$ cat config.mk
export PLATFORM = sky130hd
export DESIGN_NAME = markup_strip_entity_decode_top
export DESIGN_NICKNAME = d
export VERILOG_FILES = /design/src/sv/msed_pkg.sv /design/src/sv/msed_front.sv /design/src/sv/msed_cmdq.sv /design/src/sv/msed_back.sv /design/src/sv/markup_strip_entity_decode_top.sv
export SDC_FILE = /design/constraint.sdc
export NUM_CORES = 1
export LEC_CHECK = 0
export ABC_AREA = 1
export BUFFER_PORTS_ARGS = -buffer_cell sky130_fd_sc_hd__buf_2
export CAP_MARGIN = 20
export CORE_ASPECT_RATIO = 1.75
export CORE_UTILIZATION = 40
export DETAILED_ROUTE_END_ITERATION = 10
export PLACE_DENSITY = 0.53
export SLEW_MARGIN = 20
export SYNTH_ARGS = -nofsm -noshare
export SYNTH_HDL_FRONTEND = slang
export SYNTH_HIERARCHICAL = 1
export SYNTH_SLANG_ARGS = --single-unit
$ cat constraint.sdc
create_clock -name i_clk -period 6 [get_ports i_clk]
set_clock_uncertainty 0.05 [all_clocks]
set_input_delay 0.6 -clock i_clk [delete_from_list [all_inputs] [get_ports i_clk]]
set_output_delay 0.6 -clock i_clk [all_outputs]
set_load 0.01 [all_outputs]
$ cat src/sv/msed_pkg.sv
// Package: shared constants, entity tables and transaction types for the markup stripper.
`timescale 1ns / 1ps

package msed_pkg;

    localparam int LIMIT_MAX  = 4095;
    localparam int LIMIT_W    = 12;
    localparam int HELD_DEPTH = 5;
    localparam int NUM_ENT    = 5;
    localparam int CQ_DEPTH   = 4;
    localparam int OQ_DEPTH   = 4;
    localparam int DATA_W     = 32;
    localparam int ADDR_W     = 3;

    // Word address of the output_limit register
    localparam logic ADDR_OUTPUT_LIMIT = 1'b0;

    localparam logic [7:0] CH_LT    = 8'h3C;
    localparam logic [7:0] CH_GT    = 8'h3E;
    localparam logic [7:0] CH_AMP   = 8'h26;
    localparam logic [7:0] CH_CR    = 8'h0D;
    localparam logic [7:0] CH_TAB   = 8'h09;
    localparam logic [7:0] CH_SPACE = 8'h20;
    localparam logic [7:0] CH_LF    = 8'h0A;
    localparam logic [7:0] CH_B_LO  = 8'h62;
    localparam logic [7:0] CH_B_UP  = 8'h42;
    localparam logic [7:0] CH_R_LO  = 8'h72;
    localparam logic [7:0] CH_R_UP  = 8'h52;

    typedef logic [7:0] t_byte;
    typedef t_byte [0:7] t_ent_row;

    // Entity spellings, zero padded: amp, lt, gt, quot, apos
    localparam t_ent_row ENT_TEXT [NUM_ENT] = '{
        '{8'h26, 8'h61, 8'h6D, 8'h70, 8'h3B, 8'h00, 8'h00, 8'h00},
        '{8'h26, 8'h6C, 8'h74, 8'h3B, 8'h00, 8'h00, 8'h00, 8'h00},
        '{8'h26, 8'h67, 8'h74, 8'h3B, 8'h00, 8'h00, 8'h00, 8'h00},
        '{8'h26, 8'h71, 8'h75, 8'h6F, 8'h74, 8'h3B, 8'h00, 8'h00},
        '{8'h26, 8'h61, 8'h70, 8'h6F, 8'h73, 8'h3B, 8'h00, 8'h00}
    };
    localparam logic [2:0] ENT_LEN [NUM_ENT] = '{3'd5, 3'd4, 3'd4, 3'd6, 3'd6};
    localparam t_byte ENT_VAL [NUM_ENT] = '{8'h26, 8'h3C, 8'h3E, 8'h22, 8'h27};

    // Work for the back end: replay held bytes, then an optional byte or end marker
    typedef struct packed {
        logic [2:0]                  rep_cnt;
        t_byte [0:HELD_DEPTH-1]      rep_bytes;
        logic                        has_byte;
        t_byte                       byte_val;
        logic                        is_end;
    } t_cmd;

    typedef struct packed {
        t_byte out_byte;
        logic  byte_valid;
        logic  text_end;
        logic  truncated;
    } t_res;

endpackage

$ cat src/sv/msed_front.sv
// Front end: scans input bytes, tracks tags and entity prefixes, builds back-end commands.
`timescale 1ns / 1ps

module msed_front
    import msed_pkg::*;
(
    input  logic  i_clk,
    input  logic  i_rst_n,
    input  logic  i_accept,
    input  logic  i_op,
    input  t_byte i_in_byte,
    output logic  o_cmd_push,
    output t_cmd  o_cmd
);

    typedef enum logic [2:0] {
        M_NORMAL   = 3'd0,
        M_TAG_OPEN = 3'd1,
        M_TAG_B    = 3'd2,
        M_TAG_SKIP = 3'd3,
        M_ENTITY   = 3'd4
    } t_mode;

    t_mode      r_mode, n_mode;
    t_byte      r_held [HELD_DEPTH];
    logic [2:0] r_cnt, n_cnt;
    logic       held_wr;
    logic [2:0] held_wr_idx;

    // plain-text decode of the incoming byte
    t_mode p_mode;
    logic  p_emit;
    t_byte p_byte;
    logic  p_hold;

    // entity matching
    logic [NUM_ENT-1:0] ent_hit;
    logic               ent_full, ent_partial;
    t_byte              ent_value;
    logic               pre_ok;

    always_comb begin
        p_mode = M_NORMAL;
        p_emit = 1'b0;
        p_byte = i_in_byte;
        p_hold = 1'b0;
        if (i_in_byte == CH_LT) begin
            p_mode = M_TAG_OPEN;
        end else if (i_in_byte == CH_AMP) begin
            p_mode = M_ENTITY;
            p_hold = 1'b1;
        end else if (i_in_byte == CH_CR) begin
            p_emit = 1'b0;
        end else if (i_in_byte == CH_TAB) begin
            p_emit = 1'b1;
            p_byte = CH_SPACE;
        end else begin
            p_emit = 1'b1;
        end
    end

    always_comb begin
        ent_full    = 1'b0;
        ent_partial = 1'b0;
        ent_value   = '0;
        ent_hit     = '0;
        pre_ok      = 1'b0;
        for (int e = 0; e < NUM_ENT; e++) begin
            pre_ok = 1'b1;
            for (int i = 0; i < HELD_DEPTH; i++) begin
                if ((3'(i) < r_cnt) && (r_held[i] != ENT_TEXT[e][i])) begin
                    pre_ok = 1'b0;
                end
            end
            ent_hit[e] = pre_ok && (r_cnt < ENT_LEN[e]) && (i_in_byte == ENT_TEXT[e][r_cnt]);
            if (ent_hit[e]) begin
                if ((r_cnt + 3'd1) == ENT_LEN[e]) begin
                    ent_full  = 1'b1;
                    ent_value = ENT_VAL[e];
                end else begin
                    ent_partial = 1'b1;
                end
            end
        end
    end

    always_comb begin
        n_mode          = r_mode;
        n_cnt           = r_cnt;
        held_wr         = 1'b0;
        held_wr_idx     = '0;
        o_cmd.rep_cnt   = '0;
        o_cmd.has_byte  = 1'b0;
        o_cmd.byte_val  = '0;
        o_cmd.is_end    = 1'b0;
        for (int i = 0; i < HELD_DEPTH; i++) begin
            o_cmd.rep_bytes[i] = r_held[i];
        end

        if (i_op) begin
            if (r_mode == M_ENTITY) begin
                o_cmd.rep_cnt = r_cnt;
            end
            o_cmd.is_end = 1'b1;
            n_mode       = M_NORMAL;
            n_cnt        = '0;
        end else begin
            unique case (r_mode)
                M_TAG_OPEN: begin
                    if (i_in_byte == CH_GT) begin
                        n_mode = M_NORMAL;
                    end else if (i_in_byte == CH_B_LO || i_in_byte == CH_B_UP) begin
                        n_mode = M_TAG_B;
                    end else begin
                        n_mode = M_TAG_SKIP;
                    end
                end
                M_TAG_B: begin
                    if (i_in_byte == CH_R_LO || i_in_byte == CH_R_UP) begin
                        o_cmd.has_byte = 1'b1;
                        o_cmd.byte_val = CH_LF;
                        n_mode         = M_TAG_SKIP;
                    end else if (i_in_byte == CH_GT) begin
                        n_mode = M_NORMAL;
                    end else begin
                        n_mode = M_TAG_SKIP;
                    end
                end
                M_TAG_SKIP: begin
                    if (i_in_byte == CH_GT) begin
                        n_mode = M_NORMAL;
                    end
                end
                M_ENTITY: begin
                    if (ent_full) begin
                        o_cmd.has_byte = 1'b1;
                        o_cmd.byte_val = ent_value;
                        n_mode         = M_NORMAL;
                        n_cnt          = '0;
                    end else if (ent_partial && (r_cnt < 3'(HELD_DEPTH))) begin
                        held_wr     = 1'b1;
                        held_wr_idx = r_cnt;
                        n_cnt       = r_cnt + 3'd1;
                    end else begin
                        // mismatch: replay the prefix, then treat the byte as plain text
                        o_cmd.rep_cnt  = r_cnt;
                        o_cmd.has_byte = p_emit;
                        o_cmd.byte_val = p_byte;
                        n_mode         = p_mode;
                        n_cnt          = p_hold ? 3'd1 : 3'd0;
                        held_wr        = p_hold;
                        held_wr_idx    = '0;
                    end
                end
                default: begin
                    o_cmd.has_byte = p_emit;
                    o_cmd.byte_val = p_byte;
                    n_mode         = p_mode;
                    n_cnt          = p_hold ? 3'd1 : 3'd0;
                    held_wr        = p_hold;
                    held_wr_idx    = '0;
                end
            endcase
        end

        o_cmd_push = i_accept &&
                     ((o_cmd.rep_cnt != '0) || o_cmd.has_byte || o_cmd.is_end);
    end

    always_ff @(posedge i_clk) begin
        if (!i_rst_n) begin
            r_mode <= M_NORMAL;
            r_cnt  <= '0;
        end else if (i_accept) begin
            r_mode <= n_mode;
            r_cnt  <= n_cnt;
        end
    end

    always_ff @(posedge i_clk) begin
        if (i_accept && held_wr) begin
            r_held[held_wr_idx] <= i_in_byte;
        end
    end

endmodule

$ cat src/sv/msed_cmdq.sv
// Command queue between the front end and the back end.
`timescale 1ns / 1ps

module msed_cmdq
    import msed_pkg::*;
(
    input  logic i_clk,
    input  logic i_rst_n,
    input  logic i_push,
    input  t_cmd i_cmd,
    input  logic i_pop,
    output t_cmd o_head,
    output logic o_empty,
    output logic o_full
);

    localparam int PTR_W = $clog2(CQ_DEPTH);

    t_cmd                r_mem [CQ_DEPTH];
    logic [PTR_W-1:0]    r_wp, r_rp;
    logic [PTR_W:0]      r_cnt;
    logic                do_push, do_pop;

    assign o_empty = (r_cnt == '0);
    assign o_full  = (r_cnt == (PTR_W+1)'(CQ_DEPTH));
    assign do_push = i_push && !o_full;
    assign do_pop  = i_pop && !o_empty;
    assign o_head  = r_mem[r_rp];

    always_ff @(posedge i_clk) begin
        if (!i_rst_n) begin
            r_wp  <= '0;
            r_rp  <= '0;
            r_cnt <= '0;
        end else begin
            if (do_push) begin
                r_wp <= r_wp + 1'b1;
            end
            if (do_pop) begin
                r_rp <= r_rp + 1'b1;
            end
            if (do_push && !do_pop) begin
                r_cnt <= r_cnt + 1'b1;
            end else if (do_pop && !do_push) begin
                r_cnt <= r_cnt - 1'b1;
            end
        end
    end

    always_ff @(posedge i_clk) begin
        if (do_push) begin
            r_mem[r_wp] <= i_cmd;
        end
    end

endmodule

$ cat src/sv/msed_back.sv
// Back end: steps through commands, applies the output limit, queues results.
`timescale 1ns / 1ps

module msed_back
    import msed_pkg::*;
(
    input  logic               i_clk,
    input  logic               i_rst_n,
    input  t_cmd               i_cmd,
    input  logic               i_cmd_empty,
    output logic               o_cmd_pop,
    input  logic [LIMIT_W-1:0] i_limit,
    input  logic               i_pop,
    output t_res               o_res,
    output logic               o_empty
);

    localparam int PTR_W = $clog2(OQ_DEPTH);

    logic [2:0]         r_idx;
    logic [LIMIT_W-1:0] r_emitted;
    logic               r_dropped;

    t_res               r_oq [OQ_DEPTH];
    logic [PTR_W-1:0]   r_wp, r_rp;
    logic [PTR_W:0]     r_oq_cnt;

    logic               step, at_rep, fin, last, is_emit, is_end_step, below, oq_push, oq_pop;
    logic [16:0]        lim;
    t_byte              step_byte;
    t_res               res;

    always_comb begin
        lim         = (17'(i_limit) < 17'(LIMIT_MAX)) ? 17'(i_limit) : 17'(LIMIT_MAX);
        below       = 17'(r_emitted) < lim;
        step        = !i_cmd_empty && (r_oq_cnt != (PTR_W+1)'(OQ_DEPTH));
        at_rep      = r_idx < i_cmd.rep_cnt;
        fin         = i_cmd.has_byte || i_cmd.is_end;
        last        = (4'(r_idx) + 4'd1) == (4'(i_cmd.rep_cnt) + 4'(fin));
        is_emit     = at_rep || i_cmd.has_byte;
        is_end_step = !at_rep && i_cmd.is_end;
        step_byte   = at_rep ? i_cmd.rep_bytes[r_idx] : i_cmd.byte_val;

        res.out_byte   = is_end_step ? 8'h00 : step_byte;
        res.byte_valid = !is_end_step;
        res.text_end   = is_end_step;
        res.truncated  = r_dropped;

        oq_push   = step && (is_end_step || (is_emit && below));
        oq_pop    = i_pop && !o_empty;
        o_cmd_pop = step && last;
    end

    assign o_empty = (r_oq_cnt == '0);
    assign o_res   = r_oq[r_rp];

    always_ff @(posedge i_clk) begin
        if (!i_rst_n) begin
            r_idx     <= '0;
            r_emitted <= '0;
            r_dropped <= 1'b0;
            r_wp      <= '0;
            r_rp      <= '0;
            r_oq_cnt  <= '0;
        end else begin
            if (step) begin
                r_idx <= last ? 3'd0 : r_idx + 3'd1;
                if (is_end_step) begin
                    r_emitted <= '0;
                    r_dropped <= 1'b0;
                end else if (is_emit) begin
                    if (below) begin
                        r_emitted <= r_emitted + 1'b1;
                    end else begin
                        r_dropped <= 1'b1;
                    end
                end
            end
            if (oq_push) begin
                r_wp <= r_wp + 1'b1;
            end
            if (oq_pop) begin
                r_rp <= r_rp + 1'b1;
            end
            if (oq_push && !oq_pop) begin
                r_oq_cnt <= r_oq_cnt + 1'b1;
            end else if (oq_pop && !oq_push) begin
                r_oq_cnt <= r_oq_cnt - 1'b1;
            end
        end
    end

    always_ff @(posedge i_clk) begin
        if (oq_push) begin
            r_oq[r_wp] <= res;
        end
    end

endmodule

$ cat src/sv/markup_strip_entity_decode_top.sv
// Top level: markup stripper with entity decoding, queue ports and APB register port.
// Path: accepted input goes into the command queue, then its results into the result queue.
// Throughput: one input transaction per cycle while full is low and each yields at most
//   one result; the back end moves one result per cycle while the result queue has room;
//   a replayed entity prefix and its byte give up to six results, and the four-entry
//   command queue absorbs that burst.
// Reset: i_rst_n is synchronous, active low; clears scan state, counters and queues,
//   and sets output_limit to 4095. No clearing pass is needed.
`timescale 1ns / 1ps

module markup_strip_entity_decode_top
    import msed_pkg::*;
(
    input  logic               i_clk,
    input  logic               i_rst_n,
    // input queue side
    input  logic               push,
    output logic               full,
    input  logic               i_op,
    input  logic [7:0]         i_in_byte,
    // result queue side
    output logic               empty,
    input  logic               pop,
    output logic [7:0]         o_out_byte,
    output logic               o_byte_valid,
    output logic               o_text_end,
    output logic               o_truncated,
    // register port
    input  logic               psel,
    input  logic               penable,
    input  logic               pwrite,
    input  logic [ADDR_W-1:0]  paddr,
    input  logic [DATA_W-1:0]  pwdata,
    output logic [DATA_W-1:0]  prdata,
    output logic               pready
);

    logic [LIMIT_W-1:0] r_output_limit;
    logic               in_accept;
    logic               cmd_push, cmd_pop, cmd_empty, cmd_full;
    t_cmd               cmd_in, cmd_head;
    t_res               res;

    // Register port: zero wait states; byte lanes within a word are ignored
    assign pready = 1'b1;
    assign prdata = (paddr[2] == ADDR_OUTPUT_LIMIT) ? DATA_W'(r_output_limit) : '0;

    always_ff @(posedge i_clk) begin
        if (!i_rst_n) begin
            r_output_limit <= LIMIT_W'(LIMIT_MAX);
        end else if (psel && penable && pwrite && pready &&
                     (paddr[2] == ADDR_OUTPUT_LIMIT)) begin
            r_output_limit <= pwdata[LIMIT_W-1:0];
        end
    end

    // Accept a transaction whenever the command queue has room
    assign full      = cmd_full;
    assign in_accept = push && !full;

    msed_front u_front (
        .i_clk      (i_clk),
        .i_rst_n    (i_rst_n),
        .i_accept   (in_accept),
        .i_op       (i_op),
        .i_in_byte  (i_in_byte),
        .o_cmd_push (cmd_push),
        .o_cmd      (cmd_in)
    );

    // Decouple scanning from result delivery
    msed_cmdq u_cmdq (
        .i_clk   (i_clk),
        .i_rst_n (i_rst_n),
        .i_push  (cmd_push),
        .i_cmd   (cmd_in),
        .i_pop   (cmd_pop),
        .o_head  (cmd_head),
        .o_empty (cmd_empty),
        .o_full  (cmd_full)
    );

    // Apply the limit, count emitted bytes and hold results until popped
    msed_back u_back (
        .i_clk       (i_clk),
        .i_rst_n     (i_rst_n),
        .i_cmd       (cmd_head),
        .i_cmd_empty (cmd_empty),
        .o_cmd_pop   (cmd_pop),
        .i_limit     (r_output_limit),
        .i_pop       (pop),
        .o_res       (res),
        .o_empty     (empty)
    );

    assign o_out_byte   = res.out_byte;
    assign o_byte_valid = res.byte_valid;
    assign o_text_end   = res.text_end;
    assign o_truncated  = res.truncated;

endmodule
==> results.txt, run 1 <==
----------------------------------------------------
[Run status]
  Run status ... finished, final reports clean

[Final layout]
  Most common library cell in the layout ignoring fill and taps ... edfxtp_1
  Syn-to-layout area delta ... 10.6%
  Layout cell share with drive strength beyond 1 ... ~12%
  Antenna diodes ... 0
  Most used cells in the layout excluding fill and tap cells ... 296 x edfxtp_1, 285 x nand2_1, 241 x nor2_1
  Nets ... approximately 1800

[Power]
  Areal power density over the cells ... about 390 nW/um^2
  Largest voltage drop on the vdd net ... approximately 200 uV
  Leak Pwr ... ~7.3 nW
  Post-layout total power ... 7.29 mW

[Synthesis]
  Post-synthesis async set-or-reset flop share ... 0%
  Number of synthesized flops with an enable pin ... about 300
  Yosys warns ... 6
  Mean cell area of the mapped netlist ... roughly 9.9 sq um
  Seq cells post-synth ... 348
  Most used flip-flop cell after synthesis ... edfxtp_1
  Syn Std Cell Area ... ~17000 sq um
  Gate Count Post-Synth ... ~1700
  Synth cell types ... 51
  Register area share after synthesis ... 58.9%

[Clock network]
  Max Root-Sink Buffers ... 3
  Post-cts repair resize count ... 0
  Number of buffers added to fix hold violations after cts ... 0
  TritonCTS Buffers ... 35
  Master cell of the clock root buffer ... clkbuf_16
  Clock latency of the later-clocked register in the worst-skew pair ... approximately 0.53 ns
  Clock tree from TritonCTS ... yes
  Clk pin slew, worst setup/hold paths ... approximately 0.070 ns
  H-tree depth ... 2
  CTS Sinks ... 348
  Postcts setup bufs ... 0

[GRT]
  First-pass GRT wire length ... 63900 um
  Residual overflow from global routing ... 0
  Maximum number of pins on one net before global-route repair ... around 110
  Number of antenna violations at the first check in global routing ... 0
  Overall Global Routing Usage ... 19.7%
  Vias in the first global route ... approximately 12000

[Timing]
  Hold violation count in the final report ... 0
  Slew Limit Fails ... 0
  Total negative slack for setup checks ... 0 ns
  Share of the clock period used by the worst path after layout ... roughly 83%
  Fin crit period ... 5.00 ns
  Peak Freq ... 0.200 GHz
  Max_slew headroom ... approximately a third
  Pin slew with the least headroom to its limit ... roughly 1 ns
  Setup Viol. Count Final ... 0
  Setup repair after global routing missed its margin ... false

[Worst setup path]
  Capturing element type of the critical path ... flop
  Critical path depth in cells ... 27
  Critical Path Max Stage Delay ... 0.68 ns
  Path depth of the worst reg2reg path ... 27
  Number of buffers and inverters on the critical path ... 5
  Reg2reg start ... u_front/r_cnt[0]
  Slowest stage cell, crit path ... dfxtp_1
  Type of origin of the critical path ... flop
  Cell occurring most often along the worst timing path ... nand2_1
  Setup crit start ... u_front/r_cnt[0]
  Worst Setup Path Type ... flop to flop
  Crit path capture ... u_cmdq/r_cnt[1]
  Destination of the worst register-to-register timing path ... u_cmdq/r_cnt[1]
  Data required time of the critical path ... around 6.4 ns
  Largest delay share family, worst path ... simple AND/OR/NAND/NOR gates
  Data arrival time of the critical path ... around 5.4 ns
  Reg-to-reg slack, setup ... approximately 1 ns
  CP max FO ... 13

[Route]
  Routed WL per cell ... 18.1 um
  Via count normalized by instance count ... 5.13
  Violation count after the first detailed-routing iteration ... between 800 and 900
  Via total after detailed routing ... approximately 12000
  Routed Antenna Nets ... 0
  Residual DRC count ... 0
  Sum of routed wire length over all layers ... about 42000 um
  First drt pass iteration count ... 5

[Die]
  Number of ports placed on the die boundary ... just under 100
  Full die area ... 43000 sq um
  Horizontal die dimension ... between 150 and 200 um
  Core area ... about 42000 sq um
  Vertical extent of the die ... 274 um
  Initial standard-cell utilization of the core ... a little over 40%
  Core Rows ... around 100

[Place]
  Post-detail-place hpwl ... ~27000 um
  Count of buffers from port buffering ... between 50 and 60
  Final weighted congestion in routability-driven placement ... roughly 0.88

[Job]
  Total of max-cap violations ... 0

[Min path]
  Type of the tightest min-delay check ... input pin to flop

----------------------------------------------------
## routing by layer
metal / routed length, um / part of all wire, % / vias to the layer above / GRT usage (%)
met4: 1840 / 4.4 / 0 / 9.68
met3: 1520 / 3.6 / 90 / 2.30
met2: 22800 / 54 / 281 / 37.6
met1: 15900 / 38 / 5707 / 21.1
met5: 0 / 0 / - / 0
li1: - / - / 5823 / -
## per-stage QoR
stage	hold slack [ns]	setup slack, ns	utilization (%)	instances	instance area, sq um
finish	0.278	0.996	44.8	2319	18600
global placement	0.408	1.19	42.0	2259	17500
detailed placement	0.415	1.11	42.0	2259	17500
floorplan	0.386	0.834	-	1729	16900
CTS	0.257	1.06	44.8	2319	18600
global route	0.280	0.595	44.8	2319	18600
## state kept, by name, indices dropped and copies added (netlist names), 12 cells and up, named ones only
| signal | cells |
|---|---|
| u_cmdq/r_mem | 212 |
| u_back/r_oq | 44 |
| u_front/r_held | 40 |
| r_output_limit | 12 |
| u_back/r_emitted | 12 |
## worst reg2reg max path, delay by kind of cell, from the launching register on
kind            cells  cell delay [ns]
buf+inv             5             0.83
simple gates       17             1.92
flops               1             0.68
compound gates      2             0.28
fa+ha+maj           3             1.11
## final cells by class
cell class	count	area [sq um]
Tap cell	555	694
Multi-Input combinational cell	1103	5720
Timing Repair Buffer	71	450
Sequential cell	348	9930
Clock inverter	16	204
Clock buffer	44	952
Inverter	182	688
Fill cell	3999	23000
## power by group
group	total, mW	internal (mW)	switching, mW
registers	3.17	3.04	0.131
logic	1.88	0.555	1.32
clock network	2.24	1.34	0.904
total	7.29	4.93	2.36
## Yosys cell counts (16+ instances only)
cell,count,area [sq um]
edfxtp_1,296,8890
o21ai_0,162,811
o22ai_1,44,275
nand2_1,285,1070
nor2_2,24,150
nor2_1,245,920
nor3_1,16,80.1
ha_1,36,450
a21oi_1,51,255
buf_4,25,188
o22ai_2,20,250
clkbuf_1,20,75.1
nand3_1,86,430
inv_1,171,642
dfxtp_1,52,1040
buf_2,32,160
## kinds of logic (layout without fill, tap and decap cells)
logic type | after synthesis | in the layout | share of synthesized area [%]
buf+inv | 278 | 313 | 7.73
other cells | 2 | 21 | 0.0446
simple gates | 706 | 706 | 18.1
xor+xnor | 15 | 15 | 0.780
fa+ha+maj | 38 | 38 | 2.91
flops | 348 | 348 | 58.9
compound gates | 323 | 323 | 11.5
## how the worst min path moves through the flow
stage          cells after the start                end           start
6_report                           3  r_output_limit[2]       pwdata[2]
5_1_grt                            3  r_output_limit[7]       pwdata[7]
4_1_cts                            3  r_output_limit[2]       pwdata[2]
3_5_place_dp                       1     u_back/r_rp[0]  u_back/r_rp[0]
3_3_place_gp                       1     u_back/r_rp[0]  u_back/r_rp[0]
2_1_floorplan                      2               flop  u_back/r_rp[1]
No activity file was read; power rests on OpenSTA's default activity.
==> inputs of run 2 (changes only) <==
--- a/config.mk
+++ b/config.mk
@@ -5,7 +5,7 @@
 export SDC_FILE = /design/constraint.sdc
 export NUM_CORES = 1
 export LEC_CHECK = 0
-export ABC_AREA = 1
+export ABC_AREA = 0
 export BUFFER_PORTS_ARGS = -buffer_cell sky130_fd_sc_hd__buf_2
 export CAP_MARGIN = 20
 export CORE_ASPECT_RATIO = 1.75
==> constraint.sdc (replaced) <==
create_clock -name i_clk -period 4.9 [get_ports i_clk]
set_clock_uncertainty 0.05 [all_clocks]
set_input_delay 0.49 -clock i_clk [delete_from_list [all_inputs] [get_ports i_clk]]
set_output_delay 0.49 -clock i_clk [all_outputs]
set_load 0.01 [all_outputs]
==> results.txt, run 2 <==
----------------------------------------------------
[Job]
  Total of max-cap violations ... 0

[Final layout]
  Core Util, Final ... 45.2%
  Number of inserted filler cells in the final layout ... between 3000 and 4000
  Most used cells in the layout excluding fill and tap cells ... 296 x edfxtp_1, 72 x mux4_2, 53 x buf_2
  Antenna diodes ... 0
  Nets ... 1233
  Layout cell share with drive strength beyond 1 ... around a fifth
  Syn-to-layout area delta ... 11.1%
  Leading registers by flop count ... u_cmdq/r_mem x212, u_back/r_oq x44, u_front/r_held x40
  Register containing the most flip-flops in the final layout ... u_cmdq/r_mem
  Flip-flop count of the largest register after layout ... between 200 and 250
  Most common library cell in the layout ignoring fill and taps ... edfxtp_1

[Synthesis]
  Top cell type by total area after synthesis ... edfxtp_1
  Number of synthesized flops with an enable pin ... just under 300
  Seq cells post-synth ... between 300 and 400
  Yosys warns ... 6
  Leading cell types by count after synthesis ... 296 x edfxtp_1, 72 x mux4_2, 52 x dfxtp_1
  Register area share after synthesis ... 62.0%
  Post-synthesis async set-or-reset flop share ... 0%
  Syn Std Cell Area ... 16000 sq um
  Gate Count Post-Synth ... approximately 1100
  Share of Yosys cell area claimed by the top area cell type ... ~55%
  Most used flip-flop cell after synthesis ... edfxtp_1
  Synth cell types ... 93
  Mean cell area of the mapped netlist ... roughly 15 sq um
  Cell with the most instances after synthesis ... edfxtp_1
  Largest cells by area after synthesis ... edfxtp_1 55%, mux4_2 10%, dfxtp_1 6.5%

[Die]
  Full die area ... 40900 sq um
  Core area ... 39400 sq um
  Horizontal die dimension ... approximately 150 um
  Initial standard-cell utilization of the core ... between 40% and 50%
  Core Rows ... 96
  Vertical extent of the die ... 267 um
  Number of ports placed on the die boundary ... 97

[Worst setup path]
  Cell breakdown of the critical path ... inv_1, o21ai_0, o21ai_0, nand2_1, nor2_1, a32o_1, o21ai_1, nand2b_1, o221ai_1, nor2b_1, ha_1, inv_1, fa_1, xor2_1, or3_1, a21boi_0
  Critical Path Max Stage Delay ... 0.65 ns
  Data required time of the critical path ... roughly 5.3 ns
  Worst Setup Path Type ... flop to flop
  Slowest stage cell, crit path ... o21ai_0
  Type of origin of the critical path ... flop
  Data arrival time of the critical path ... approximately 4.9 ns
  Capturing element type of the critical path ... flop
  CP max FO ... 5

[Clock network]
  Clock latency of the later-clocked register in the worst-skew pair ... between 0.5 and 0.6 ns
  Max Root-Sink Buffers ... 3
  TritonCTS Buffers ... 34
  Master cell of the clock root buffer ... clkbuf_16
  Clock tree from TritonCTS ... yes
  CTS Sinks ... between 300 and 400
  H-tree depth ... 2
  Number of buffers added to fix hold violations after cts ... 0
  Clk pin slew, worst setup/hold paths ... around 0.060 ns

[Timing]
  Total negative slack for setup checks ... 0 ns
  Hold violation count in the final report ... 0
  Slew Limit Fails ... 0
  Max_slew headroom ... slightly below 30%
  Setup repair after global routing missed its margin ... false
  Pin slew with the least headroom to its limit ... 1.06 ns
  Fin worst setup slack ... roughly 0.38 ns
  Setup Viol. Count Final ... 0
  Share of the clock period used by the worst path after layout ... between 90 and 100%
  Peak Freq ... 0.221 GHz
  Fin crit period ... 4.52 ns

[GRT]
  Vias in the first global route ... about 9400
  First-pass GRT wire length ... 56800 um
  Number of antenna violations at the first check in global routing ... 0
  Overall Global Routing Usage ... 18.8%
  Residual overflow from global routing ... 0
  Maximum number of pins on one net before global-route repair ... 54

[Route]
  Via count normalized by instance count ... around 5.5
  Sum of routed wire length over all layers ... 37600 um
  Residual DRC count ... 1
  Via total after detailed routing ... just over 9000
  Routed WL per cell ... roughly 23 um
  First drt pass iteration count ... 8
  Violation count after the first detailed-routing iteration ... approximately 510
  Routed Antenna Nets ... 0

[Place]
  Count of buffers from port buffering ... between 50 and 60
  Post-detail-place hpwl ... between 20000 and 30000 um
  Post-place setup slack ... 0.314 ns
  Final weighted congestion in routability-driven placement ... around 0.9

[Min path]
  Type of the tightest min-delay check ... input pin to flop

[Run status]
  Run status ... finished, violations left
  Violations in the final reports ... design-rule violations

[Power]
  Areal power density over the cells ... 500 nW/um^2
  Leak Pwr ... around 6 nW
  Post-layout total power ... approximately 8.9 mW
  Largest voltage drop on the vdd net ... approximately 230 uV

----------------------------------------------------
==> run 2: final timing paths <==
| kind | from | end | slack [ns] | cells past startpoint |
|---|---|---|---|---|
| setup / recovery | u_front/r_cnt[0] | u_cmdq/r_cnt[2] | 0.38 | 16 |
| hold / removal | pwdata[9] | r_output_limit[9] | 0.18 | 3 |
| setup reg to reg | u_front/r_cnt[0] | u_cmdq/r_cnt[2] | 0.38 | 16 |
| hold reg to reg | u_cmdq/r_wp[1] | u_cmdq/r_wp[1] | 0.45 | 2 |
==> run 2: through the flow <==
stage          hold slack, ns  std cells  cell area (sq um)
2_1_floorplan           0.411       1086              16100
3_3_place_gp            0.430       1598              16800
3_5_place_dp            0.438       1598              16800
4_1_cts                 0.157       1656              17800
5_1_grt                 0.174       1656              17800
6_report                0.177       1656              17800
==> run 2: power breakdown <==
group | switching (mW) | internal [mW]
logic | 1.33 | 1.03
registers | 0.185 | 3.93
clock network | 1.09 | 1.35
total | 2.60 | 6.30
==> run 2: final cells by class <==
cell class | count | area [sq um] | area share [%]
Multi-Input combinational cell | 622 | 5450 | 30.6
Tap cell | 490 | 613 | 3.45
Clock inverter | 14 | 124 | 0.696
Clock buffer | 44 | 888 | 4.99
Sequential cell | 348 | 9940 | 55.8
Inverter | 46 | 173 | 0.970
Timing Repair Buffer | 92 | 608 | 3.42
==> run 2: routing by layer <==
| metal | up-vias | global-route usage, % | share of wire (%) | routed length [um] |
|---|---|---|---|---|
| met4 | 0 | 8.54 | 3.9 | 1470 |
| met3 | 64 | 2.13 | 3.5 | 1300 |
| li1 | 4227 | - | - | - |
| met5 | - | 0 | 0 | 0 |
| met1 | 4660 | 19.1 | 35 | 13200 |
| met2 | 203 | 37.6 | 58 | 21700 |
==> run 2: critical path: cells and delay by family (launching register included) <==
family / cells / cell delay (ns)
flops: 1 / 0.37
fa+ha+maj: 2 / 0.59
xor+xnor: 1 / 0.15
simple gates: 5 / 0.99
buf+inv: 2 / 0.19
compound gates: 6 / 2.09
==> run 2: repair_timing <==
item	in CTS	in global routing
endpoints found under the hold margin	0	0
setup endpoints to repair	0	1
gates resized for setup	0	1
buffers inserted	0	0
==> run 2: cells by family after synthesis <==
family / count (synthesis) / synth area share, %
muxes: 94 / 11.5
adders and majority gates: 39 / 3.12
AOI/OAI and AO/OA: 154 / 6.69
and+or+nand+nor: 277 / 10.2
DFF: 348 / 62.0
other: 2 / 0.0469
xor gates and xnor gates: 37 / 2.02
buffers and inverters: 116 / 4.47
